$ cat config.mk
export PLATFORM = sky130hd
export DESIGN_NAME = lgs_ctrl
export DESIGN_NICKNAME = d
export VERILOG_FILES = /design/src/rtl/lgs_pkg.sv /design/src/rtl/lgs_ctrl.sv
export SDC_FILE = /design/constraint.sdc
export NUM_CORES = 1
export LEC_CHECK = 0
export BUFFER_PORTS_ARGS = -buffer_cell sky130_fd_sc_hd__buf_2
export CAP_MARGIN = 40
export CORE_UTILIZATION = 46
export CTS_CLUSTER_DIAMETER = 50
export DETAILED_ROUTE_END_ITERATION = 8
export PLACE_DENSITY_LB_ADDON = 0.25
export RECOVER_POWER = 100
export SYNTH_ARGS = -nofsm -noshare
export SYNTH_HDL_FRONTEND = slang
export SYNTH_SLANG_ARGS = --single-unit
$ cat constraint.sdc
create_clock -name clk -period 3.4 [get_ports clk]
set_clock_uncertainty 0.1 [all_clocks]
set_input_delay 0.68 -clock clk [delete_from_list [all_inputs] [get_ports clk]]
set_output_delay 0.68 -clock clk [all_outputs]
set_load 0.005 [all_outputs]
$ cat src/rtl/lgs_pkg.sv
// ----------------------------------------------------------------------------
// lgs_pkg
// Shared types and constants of the life grid generation step block: action
// codes, register indexes, stream widths and the controller interface.
// ----------------------------------------------------------------------------
package lgs_pkg;

    localparam int MAX_COLS_DEF = 128;
    localparam int MAX_ROWS_DEF = 128;

    localparam int ACT_W       = 2;
    localparam int POS_W       = 7;
    localparam int CFG_DATA_W  = 8;
    localparam int CFG_IDX_W   = 1;
    localparam int IN_TDATA_W  = 24;
    localparam int OUT_TDATA_W = 8;

    localparam logic [ACT_W-1:0] ACT_WRITE   = 2'd0;
    localparam logic [ACT_W-1:0] ACT_READ    = 2'd1;
    localparam logic [ACT_W-1:0] ACT_ADVANCE = 2'd2;

    localparam logic [CFG_IDX_W-1:0] CFG_GRID_WIDTH  = 1'b0;
    localparam logic [CFG_IDX_W-1:0] CFG_GRID_HEIGHT = 1'b1;

    localparam logic [CFG_DATA_W-1:0] GRID_SIZE_RESET = 8'd100;

    typedef enum logic [9:0] {
        ST_CLEAR    = 10'b00_0000_0001,
        ST_IDLE     = 10'b00_0000_0010,
        ST_DISPATCH = 10'b00_0000_0100,
        ST_CELL_RD  = 10'b00_0000_1000,
        ST_CELL_UPD = 10'b00_0001_0000,
        ST_ADV_LOAD = 10'b00_0010_0000,
        ST_ADV_CUR  = 10'b00_0100_0000,
        ST_ADV_RD   = 10'b00_1000_0000,
        ST_ADV_WR   = 10'b01_0000_0000,
        ST_DONE     = 10'b10_0000_0000
    } state_t;

    typedef enum logic [1:0] {
        RD_CELL,
        RD_CUR,
        RD_NEXT
    } rd_sel_t;

    typedef enum logic [1:0] {
        WR_ZERO,
        WR_CELL,
        WR_GEN
    } wr_sel_t;

    typedef struct packed {
        logic    item_load;
        logic    rd_en;
        rd_sel_t rd_sel;
        logic    wr_en;
        wr_sel_t wr_sel;
        logic    cur_load;
        logic    adv_step;
        logic    cnt_clr;
        logic    row_inc;
        logic    res_load;
    } cmd_t;

    typedef struct packed {
        logic [ACT_W-1:0] action;
        logic             oor;
        logic             empty;
        logic             last_clear;
        logic             last_gen;
        logic             out_free;
    } sts_t;

endpackage

$ cat src/rtl/lgs_ctrl.sv
// ----------------------------------------------------------------------------
// lgs_ctrl
// Controller state machine: clearing pass after reset, request dispatch,
// single-cell read and write sequences and the row-by-row generation sweep.
// ----------------------------------------------------------------------------
module lgs_ctrl
    import lgs_pkg::*;
(
    input  logic clk,
    input  logic rst_n,
    input  logic s_tvalid,
    output logic s_tready,
    input  sts_t sts,
    output cmd_t cmd
);

    state_t state_reg;
    state_t state_next;

    always_ff @(posedge clk or negedge rst_n)
    begin
        if (!rst_n)
        begin
            state_reg <= ST_CLEAR;
        end
        else
        begin
            state_reg <= state_next;
        end
    end

    assign s_tready = (state_reg == ST_IDLE);

    always_comb
    begin
        state_next    = state_reg;
        cmd.item_load = 1'b0;
        cmd.rd_en     = 1'b0;
        cmd.rd_sel    = RD_CELL;
        cmd.wr_en     = 1'b0;
        cmd.wr_sel    = WR_ZERO;
        cmd.cur_load  = 1'b0;
        cmd.adv_step  = 1'b0;
        cmd.cnt_clr   = 1'b0;
        cmd.row_inc   = 1'b0;
        cmd.res_load  = 1'b0;
        unique case (state_reg)
            ST_CLEAR:
            begin
                cmd.wr_en   = 1'b1;
                cmd.wr_sel  = WR_ZERO;
                cmd.row_inc = 1'b1;
                if (sts.last_clear)
                begin
                    state_next = ST_IDLE;
                end
            end
            ST_IDLE:
            begin
                if (s_tvalid)
                begin
                    cmd.item_load = 1'b1;
                    state_next    = ST_DISPATCH;
                end
            end
            ST_DISPATCH:
            begin
                unique case (sts.action) inside
                    ACT_WRITE, ACT_READ:
                    begin
                        state_next = sts.oor ? ST_DONE : ST_CELL_RD;
                    end
                    ACT_ADVANCE:
                    begin
                        cmd.cnt_clr = 1'b1;
                        state_next  = sts.empty ? ST_DONE : ST_ADV_LOAD;
                    end
                    default:
                    begin
                        state_next = ST_DONE;
                    end
                endcase
            end
            ST_CELL_RD:
            begin
                cmd.rd_en  = 1'b1;
                cmd.rd_sel = RD_CELL;
                state_next = ST_CELL_UPD;
            end
            ST_CELL_UPD:
            begin
                cmd.wr_en  = (sts.action == ACT_WRITE);
                cmd.wr_sel = WR_CELL;
                state_next = ST_DONE;
            end
            ST_ADV_LOAD:
            begin
                cmd.rd_en  = 1'b1;
                cmd.rd_sel = RD_CUR;
                state_next = ST_ADV_CUR;
            end
            ST_ADV_CUR:
            begin
                cmd.cur_load = 1'b1;
                cmd.rd_en    = 1'b1;
                cmd.rd_sel   = RD_NEXT;
                state_next   = ST_ADV_WR;
            end
            ST_ADV_RD:
            begin
                cmd.rd_en  = 1'b1;
                cmd.rd_sel = RD_NEXT;
                state_next = ST_ADV_WR;
            end
            ST_ADV_WR:
            begin
                cmd.wr_en    = 1'b1;
                cmd.wr_sel   = WR_GEN;
                cmd.adv_step = 1'b1;
                cmd.row_inc  = 1'b1;
                state_next   = sts.last_gen ? ST_DONE : ST_ADV_RD;
            end
            ST_DONE:
            begin
                if (sts.out_free)
                begin
                    cmd.res_load = 1'b1;
                    state_next   = ST_IDLE;
                end
            end
            default:
            begin
                state_next = ST_CLEAR;
            end
        endcase
    end

endmodule

# After elaboration in Yosys (flattened, before gate mapping)
# Cells that the tools add are included.
[totals]
out_inout_bits = 13
register_bits = 10
elab_cells = 40
input_bits = 10
[classes]
muxes = 19
reduce_logical = 5
n_eq_ne = 15
[ops]
columns = ["operator", "n"]
rows = [
  ["$pmux 10 s9", 1],
  ["$mux 10", 6],
  ["$pmux 10 s2", 1],
  ["$pmux 3 s3", 2],
  ["$eq 10x1->1 const B", 1],
  ["$eq 10x10->1 const B", 1],
  ["$eq 10x2->1 const B", 1],
  ["$eq 10x3->1 const B", 1],
  ["$eq 10x4->1 const B", 1],
  ["$eq 10x5->1 const B", 1],
  ["$eq 10x6->1 const B", 1],
  ["$eq 10x7->1 const B", 1],
  ["$eq 10x8->1 const B", 1],
  ["$eq 10x9->1 const B", 1],
  ["$mux 1", 9],
  ["$ne 2x2->1 const B", 3],
  ["$reduce_or 2->1", 3],
  ["$reduce_and 3->1", 1],
  ["$eq 2x1->1 const B", 1],
  ["$eq 2x2->1 const B", 1],
  ["$logic_not 2->1", 1],
]

# Depth between registers and ports, before layout
# Gate-level depths: netlist of run 1.
[logic_depth]
depth_word = 4
mapped_depth = 6

# Least setup slack after synthesis of run 1
# OpenSTA, ideal clock, no wires.
[synth_path]
path_kind = "flip-flop to output port"
startpoint = "register state_reg[6]"
endpoint = "output cmd[2] in the netlist's numbering"
arrival_ps = 1847
required_time_ps = 2620
path_stages_with_launch = 6
setup_slack_ps = 773
cell_sequence = "dfrtp_1 > or4_1 > buf_2 > or3_4 > nand4bb_4 > nor3b_2"
[synth_lines]
columns = ["item", "line_no", "source"]
rows = [
  ["start: declaration", "lgs_ctrl.sv:17", "state_t state_reg;"],
  ["start signal: assignment", "lgs_ctrl.sv:28", "state_reg <= state_next;"],
  ["end: declaration", "lgs_ctrl.sv:14", "output cmd_t cmd"],
]

==> summary.md, run 1 <==
| Metric | Value |
|---|---|
| Post-synthesis sequential area ratio | 0.348 |
| Area delta synth->final | 14.7% |
| First drt pass iteration count | 4 |
| R2R Path Start | state_reg[6] |
| Residual DRC count | 0 |
| Total core area | about 1400 sq um |
| Reg clk slew, reported paths | approximately 0.07 ns |
| Xor-xnor portion of the synthesized cell area | 0.0364 |
| P_leak | 0.000382 uW |
| Worst r2r path cells | 4 |
| Vias in the first global route | 632 |
| Max Slew Vio Count | 0 |
| Max Clk Rate | ~0.32 GHz |
| Post-synth cell types | 37 |
| GPL Wtd Cong | slightly above 0.8 |
| Drt initial violations | 12 |
| Simple-Gate Fraction of Synth Area | 0.421 |
| Most frequent cell after synthesis | dfrtp_1 |
| CTS resizes | 0 |
| Ys Warns | 0 |
| Synth top area cells | dfrtp_1, or4b_2, nand4bb_4 |
| RSZ-0062 raised after global routing | no |
| Rows | 13 |
| H-tree levels | 1 |
| Vias per Instance | approximately 6.0 |
| TritonCTS clock tree | done |
| Crit path max fanout | 7 |
| Pwr per Cell Area | ~580 nW/um^2 |
| Hold WS | roughly 0.26 ns |
| Post-synthesis adder-cell area fraction | 0 |
| Fin crit share | 0.928 |
| Finish-stage setup viols | 0 |
| GRT Resource Usage Total | 0.213 |
| Status | complete, no violations |
| Predominant post-synthesis flop cell | dfrtp_1 |
| Final Worst Setup Slack | between 0.2 and 0.25 ns |
| Pin count of the biggest net entering global routing | 12 |
| Initial Util | 0.522 |
| Largest family of logic cells by synthesized area | simple AND/OR/NAND/NOR gates |
| Count of state elements after synthesis | 10 |
| HP Class | in2async |
| WP data required | 2.62 ns |
| Synth top area share | 0.312 |
| Final TNS setup | 0 ns |
| Layout cells sized above 1 | 0.289 |
| Synth cell count leaders | dfrtp_1, nor2_1, inv_1 |
| Die area | 1730 sq um |
| Routed length per placed instance | 14.9 microns |
| Ys async rst share | 1.00 |
| Dpl hpwl | about 1.3 mm |
| Grt total ovfl | 0 |
| R2r endpoint | state_reg[9] |
| Measured slew at the worst slew-check pin | around 0.66 ns |
| ANT cells | 0 |
| Power Total | a little under 500 uW |
| Slew HR | 0.549 |
| Cts bufs inserted | 3 |
| Cells after Synth | 76 |
| CTS max path bufs | 2 |
| First-pass GRT wire length | 2.82 mm |
| CP arrival | between 2 and 2.5 ns |
| Mux contribution to synthesized area | 0 |
| I/O Buffers | 22 |
| Post-CTS Setup Bufs | 0 |
| Cell Area, Synth | just over 700 sq um |
| Avg Cell Area, Syn | 9.50 sq um |
| Die extent in y | approximately 42 microns |
| Total of max-cap violations | 0 |
| Critical path startpoint category | flop |
| Vias | roughly 670 |
| DRT antenna net count | 0 |
| Routed WL | between 1.5 and 2 mm |
| Post-synth EDFFs | 0 |
| Placement Setup Slack | 0.561 ns |
| Antenna violations before repair | 0 |
| Area leader, netlist | dfrtp_1 |
| Clk sinks | 10 |
| Final Critical Period | 3.16 ns |
| Largest register FFs | 10 |
| Num ports | 23 |
| Setup CP Type | reg2out |
| Maximum VDD drop | 0.409 mV |
| Post-layout net count | between 100 and 150 |
| Die width | 41.6 microns |
| Root buf cell | clkbuf_4 |
| Final Hold Vio Count | 0 |
| R2R Setup Slk | ~1.2 ns |
| CP endpoint kind | output pin |
| Skew-Pair Late Insertion Delay | about 0.27 ns |
| Syn_nets | between 80 and 90 |
| Compound-Gate Fraction of Synth Area | 0.140 |
| Cts hold-fix bufs | 0 |
-- report_power, final --
group	internal (uW)	leakage, uW	switching, uW
clock network	65.1	0.0000210	45.0
logic	102	0.000227	91.1
registers	140	0.000135	39.2
total	307	0.000382	175
-- cells in the final DEF (no fill, tap or decap), drive strengths merged, types with 2 or more instances in the layout --
cell type | netlist | final
clkbuf | 3 | 13
a21oi | 2 | 2
nor2 | 6 | 6
nand2 | 2 | 2
o21ai | 3 | 3
or4b | 3 | 3
nor4 | 5 | 5
nand4b | 2 | 2
or4 | 2 | 2
o211ai | 2 | 2
buf | 2 | 13
or3b | 2 | 2
nor3 | 4 | 4
a211o | 2 | 2
inv | 4 | 4
nand2b | 3 | 3
xor2 | 2 | 2
and2 | 2 | 2
nor3b | 3 | 3
nor2b | 2 | 2
dfrtp | 9 | 9
-- routing by layer --
| metal | global-route usage | part of all wire | vias to the layer above |
|---|---|---|---|
| met5 | 0 | 0 | - |
| met4 | 0.0839 | 0.023 | 0 |
| met3 | 0.0652 | 0.056 | 7 |
| met2 | 0.356 | 0.50 | 29 |
| met1 | 0.253 | 0.42 | 311 |
| li1 | - | - | 327 |
-- area by class of cell --
class / count / area (sq um)
repair buffers: 22 / 103
well taps: 15 / 18.8
clock buffers: 4 / 36.3
multi-input cells: 57 / 404
flip-flops and latches: 10 / 251
inverters: 4 / 15.0
fillers: 126 / 554
-- worst max-delay path, cell delays in order, from the launching register on --
cell and delay (ns):
dfrtp_1 0.40, or4_1 0.67, or3_1 0.44, nand4bb_4 0.29, nor3b_2 0.19, buf_2 0.12
-- cells by family after synthesis --
kind of cell / after synthesis
compound gates: 14
xor+xnor: 3
flops: 10
buf+inv: 9
simple gates: 40
-- metrics by stage --
stage          instance area [sq um]  cells   util
2_1_floorplan                    722     76      -
3_3_place_gp                     827    108  0.598
3_5_place_dp                     827    108  0.598
4_1_cts                          863    112  0.624
5_1_grt                          828    112  0.599
6_report                         828    112  0.599
-- worst max-delay path by stage --
stage,start,end,slack (ns),cells past startpoint
floorplan,state_reg[6],cmd[2],0.77,5
global placement,state_reg[6],cmd[2],0.60,5
detailed placement,state_reg[6],cmd[2],0.56,5
CTS,state_reg[6],cmd[2],0.25,5
global route,state_reg[6],cmd[7],0.12,5
finish,state_reg[6],cmd[2],0.24,5
No activity file was read; power rests on OpenSTA's default activity.
==> inputs of run 2 (changes only) <==
--- a/config.mk
+++ b/config.mk
@@ -11,7 +11,6 @@
 export CTS_CLUSTER_DIAMETER = 50
 export DETAILED_ROUTE_END_ITERATION = 8
 export PLACE_DENSITY_LB_ADDON = 0.25
-export RECOVER_POWER = 100
 export SYNTH_ARGS = -nofsm -noshare
 export SYNTH_HDL_FRONTEND = slang
 export SYNTH_SLANG_ARGS = --single-unit
==> summary.md, run 2 (synthesized netlist as in run 1, its figures left out) <==
| Metric | Value |
|---|---|
| Residual DRC count | 0 |
| DRT antenna net count | 0 |
| Most frequent cells in the layout | buf_2, dfrtp_1, nor2_1 |
| FILL cells | ~120 |
| R2R Path Start | state_reg[6] |
| Final Critical Period | between 3 and 4 ns |
| Commonest non-fill, non-tap cell in the layout | buf_2 |
| Die extent in y | approximately 42 microns |
| Initial Util | 0.522 |
| Rows | 13 |
| Largest register FFs | 10 |
| CP arrival | 2.35 ns |
| Vias in the first global route | between 600 and 700 |
| Skew-Pair Late Insertion Delay | 0.27 ns |
| Setup CP Type | reg2out |
| Cts bufs inserted | 3 |
| Layout cells sized above 1 | 0.402 |
| Crit path max fanout | 7 |
| Final Util | 0.624 |
| Die area | approximately 1700 sq um |
| Pin count of the biggest net entering global routing | 12 |
| Final Hold Vio Count | 0 |
| CP endpoint kind | output pin |
| Slowest stage delay, CP | between 0.6 and 0.7 ns |
| Routed WL | around 1.7 mm |
| Area delta synth->final | 19.6% |
| WP data required | about 2.6 ns |
| Measured slew at the worst slew-check pin | about 0.65 ns |
| ANT cells | 0 |
| Cts hold-fix bufs | 0 |
| R2R Setup Slk | approximately 1.2 ns |
| Vias per Instance | about 6.0 |
| Worst path slowest cell | or4_1 |
| Total core area | between 1000 and 1500 sq um |
| HP Class | in2async |
| Slew HR | 0.553 |
| Vias | 676 |
| Antenna violations before repair | 0 |
| CTS max path bufs | 2 |
| Pwr per Cell Area | around 580 nW/um^2 |
| First-pass GRT wire length | 2.82 mm |
| First drt pass iteration count | 5 |
| Max Clk Rate | 0.319 GHz |
| Post-layout net count | approximately 110 |
| Root buf cell | clkbuf_4 |
| Clk sinks | 10 |
| Worst r2r path cells | 4 |
| Status | complete, no violations |
| Total of max-cap violations | 0 |
| I/O Buffers | 22 |
| Fin crit share | 0.922 |
| Drt initial violations | 11 |
| Critical path startpoint category | flop |
| Maximum VDD drop | about 0.43 mV |
| Die width | 41.6 microns |
| Num ports | 23 |
| Routed length per placed instance | about 15 microns |
| R2r endpoint | state_reg[9] |
| Post-CTS Setup Bufs | 0 |
| GPL Wtd Cong | ~0.82 |
| Dpl hpwl | 1.31 mm |
| P_leak | 0.000419 uW |
| Final TNS setup | 0 ns |
| Crit-path cells | or4_1 -> or3_4 -> nand4bb_4 -> nor3b_2 -> buf_2 |
| TritonCTS clock tree | done |
| GRT Resource Usage Total | 0.213 |
| RSZ-0062 raised after global routing | no |
| Reg clk slew, reported paths | about 0.07 ns |
| H-tree levels | 1 |
| Grt total ovfl | 0 |
| Crit-path leading delay family | simple AND/OR/NAND/NOR gates |
| Finish-stage setup viols | 0 |
| CTS resizes | 0 |
| Max Slew Vio Count | 0 |
| WP buf/inv | 1 |
==> run 2: area by class of cell <==
class                           count  area [sq um]  share of cell area
Sequential cell                    10           251               0.291
Clock buffer                        4          36.3              0.0420
Timing Repair Buffer               22           110               0.128
Tap cell                           15          18.8              0.0217
Multi-Input combinational cell     57           432               0.500
Inverter                            4          15.0              0.0174
==> run 2: per-stage QoR <==
stage	cell area, sq um	std cells	total power (uW)	hold WS [ns]	setup WS [ns]
global placement	827	108	382	0.402	0.604
CTS	863	112	502	0.160	0.251
floorplan	722	76	331	0.284	0.773
detailed placement	827	108	390	0.420	0.561
finish	863	112	497	0.159	0.265
global route	863	112	538	0.161	0.143
==> run 2: per-layer routing <==
layer | GRT usage | routed length, microns
met3 | 0.0652 | 88
met1 | 0.253 | 713
met2 | 0.356 | 854
met4 | 0.0839 | 21
met5 | 0 | 0
==> run 2: how the worst max path moves through the flow <==
stage	startpoint	end	slack, ns	depth (start not counted)
after floorplan	state_reg[6]	cmd[2]	0.77	5
after global placement	state_reg[6]	cmd[2]	0.60	5
after detailed placement	state_reg[6]	cmd[2]	0.56	5
after CTS	state_reg[6]	cmd[2]	0.25	5
after global routing	state_reg[6]	cmd[2]	0.14	5
final	state_reg[6]	cmd[2]	0.27	5
==> run 2: power by group <==
part	leakage, uW	switching (uW)	internal (uW)
combinational	0.000263	95.6	112
clock	0.0000210	44.1	65.0
sequential	0.000135	40.2	140
==> inputs of run 3 (changes only) <==
--- a/config.mk
+++ b/config.mk
@@ -6,10 +6,11 @@
 export NUM_CORES = 1
 export LEC_CHECK = 0
 export BUFFER_PORTS_ARGS = -buffer_cell sky130_fd_sc_hd__buf_2
-export CAP_MARGIN = 40
+export CAP_MARGIN = 20
 export CORE_UTILIZATION = 46
 export CTS_CLUSTER_DIAMETER = 50
 export DETAILED_ROUTE_END_ITERATION = 8
+export GPL_TIMING_DRIVEN = 0
 export PLACE_DENSITY_LB_ADDON = 0.25
 export SYNTH_ARGS = -nofsm -noshare
 export SYNTH_HDL_FRONTEND = slang
==> summary.md, run 3 (synthesized netlist as in run 1, its figures left out) <==
| Metric | Value |
|---|---|
| Status | complete, no violations |
| WP buf/inv | 2 |
| Max Clk Rate | around 0.32 GHz |
| Layout cells sized above 1 | 0.392 |
| Num ports | 23 |
| Slowest stage delay, CP | 0.53 ns |
| HP Class | in2async |
| CP arrival | 2.34 ns |
| Slew HR | 0.606 |
| Crit-path leading delay family | simple AND/OR/NAND/NOR gates |
| Post-layout net count | between 100 and 150 |
| FILL cells | 128 |
| Vias in the first global route | 664 |
| Grt met2 use | 0.369 |
| CP Depth | 6 |
| Placement Setup Slack | just under 0.6 ns |
| GRT Max-Usage Layer | met2 |
| Drt initial violations | 21 |
| Final Critical Period | ~3.1 ns |
| Crit path max fanout | 7 |
| Pin count of the biggest net entering global routing | 11 |
| First-pass GRT wire length | a little under 3 mm |
| Antenna violations before repair | 0 |
| TritonCTS clock tree | done |
| Most frequent cells in the layout | buf_2, dfrtp_1, nor2_1 |
| Dpl hpwl | 1.21 mm |
| Worst r2r path cells | 5 |
| Cts hold-fix bufs | 0 |
| Total core area | about 1400 sq um |
| WP data required | about 2.6 ns |
| DRT antenna net count | 0 |
| Skew-Pair Late Insertion Delay | 0.26 ns |
| Vias per Instance | between 5 and 6 |
| Met3 usage | 0.0130 |
| Clk sinks | 10 |
| Hold WS | between 0.15 and 0.2 ns |
| Die extent in y | roughly 42 microns |
| Maximum VDD drop | approximately 0.37 mV |
| Setup CP Type | reg2out |
| Post-CTS Setup Bufs | 0 |
| I/O Buffers | 22 |
| CTS max path bufs | 2 |
| GRT Resource Usage Total | 0.209 |
| Max Slew Vio Count | 0 |
| Measured slew at the worst slew-check pin | around 0.58 ns |
| GPL Wtd Cong | about 0.8 |
| Sequential cell area | between 200 and 300 sq um |
| Area of the multi-input gates | 432 sq um |
| Rows | 13 |
| RSZ-0062 raised after global routing | no |
| Area delta synth->final | 21.5% |
| Final Hold Vio Count | 0 |
| Fin crit share | 0.918 |
| Crit-path cells | or4_1 -> buf_2 -> or3_4 -> nand4bb_4 -> nor3b_2 -> buf_2 |
| First drt pass iteration count | 4 |
| Commonest non-fill, non-tap cell in the layout | buf_2 |
| Vias | between 600 and 700 |
| Pwr per Cell Area | between 500 and 600 nW/um^2 |
| Reg clk slew, reported paths | around 0.07 ns |
| Grt total ovfl | 0 |
| CTS resizes | 0 |
| Routed WL | 1.55 mm |
| Critical path startpoint category | flop |
| Met1 global-route usage | 0.275 |
| ANT cells | 0 |
| R2r endpoint | state_reg[1] |
| R2R Path Start | state_reg[0] |
| Routed length per placed instance | between 10 and 15 microns |
| Worst path slowest cell | or4_1 |
| Largest register FFs | 10 |
| Finish-stage setup viols | 0 |
| Cts bufs inserted | 3 |
| Total of max-cap violations | 0 |
| Most used cell, CP | buf_2 |
| Root buf cell | clkbuf_4 |
| CP endpoint kind | output pin |
| R2R Setup Slk | 1.15 ns |
| Residual DRC count | 0 |
| H-tree levels | 1 |
| P_leak | roughly 0.00043 uW |
| Final Worst Setup Slack | about 0.28 ns |
| Die width | roughly 42 microns |
| Initial Util | 0.522 |
| Final TNS setup | 0 ns |
| Die area | about 1700 sq um |
-- run 3: cell types whose count changed in the layout (fill, tap and decap cells not counted) --
| cell | delta |
|---|---|
| buf_2 | +1 |
| buf_4 | +1 |
| clkbuf_1 | +4 |
| clkbuf_8 | -1 |
-- run 3: stage by stage --
| step | area (sq um) | cells | util | total power (uW) |
|---|---|---|---|---|
| 2_1_floorplan | 722 | 76 | - | 331 |
| 3_3_place_gp | 851 | 113 | 0.615 | 386 |
| 3_5_place_dp | 851 | 113 | 0.615 | 394 |
| 4_1_cts | 877 | 117 | 0.634 | 479 |
| 5_1_grt | 877 | 117 | 0.634 | 517 |
| 6_report | 877 | 117 | 0.634 | 475 |
-- run 3: worst max path at each step --
stage / startpoint / end / slack, ns
2_1_floorplan: state_reg[6] / cmd[2] / 0.77
3_3_place_gp: state_reg[6] / cmd[2] / 0.61
3_5_place_dp: state_reg[6] / cmd[2] / 0.58
4_1_cts: state_reg[6] / cmd[2] / 0.28
5_1_grt: state_reg[6] / cmd[2] / 0.15
6_report: state_reg[6] / cmd[2] / 0.28
-- run 3: layer usage --
layer,routed length [microns],vias to the layer above
met1,725,313
met5,0,-
met2,723,20
li1,-,336
met3,68,4
met4,29,0
-- run 3: area by class of cell --
type	count	share of cell area
sequential	10	0.287
multi-input combinational	57	0.492
clock buffer	4	0.0300
inverter	4	0.0171
buffer	5	0.0271
timing repair buffer	22	0.126
tap	15	0.0214
-- run 3: report_power, final --
group,total [uW],internal [uW],switching [uW]
Combinational,238,116,122
Sequential,150,139,11.1
Clock,86.4,45.2,41.2
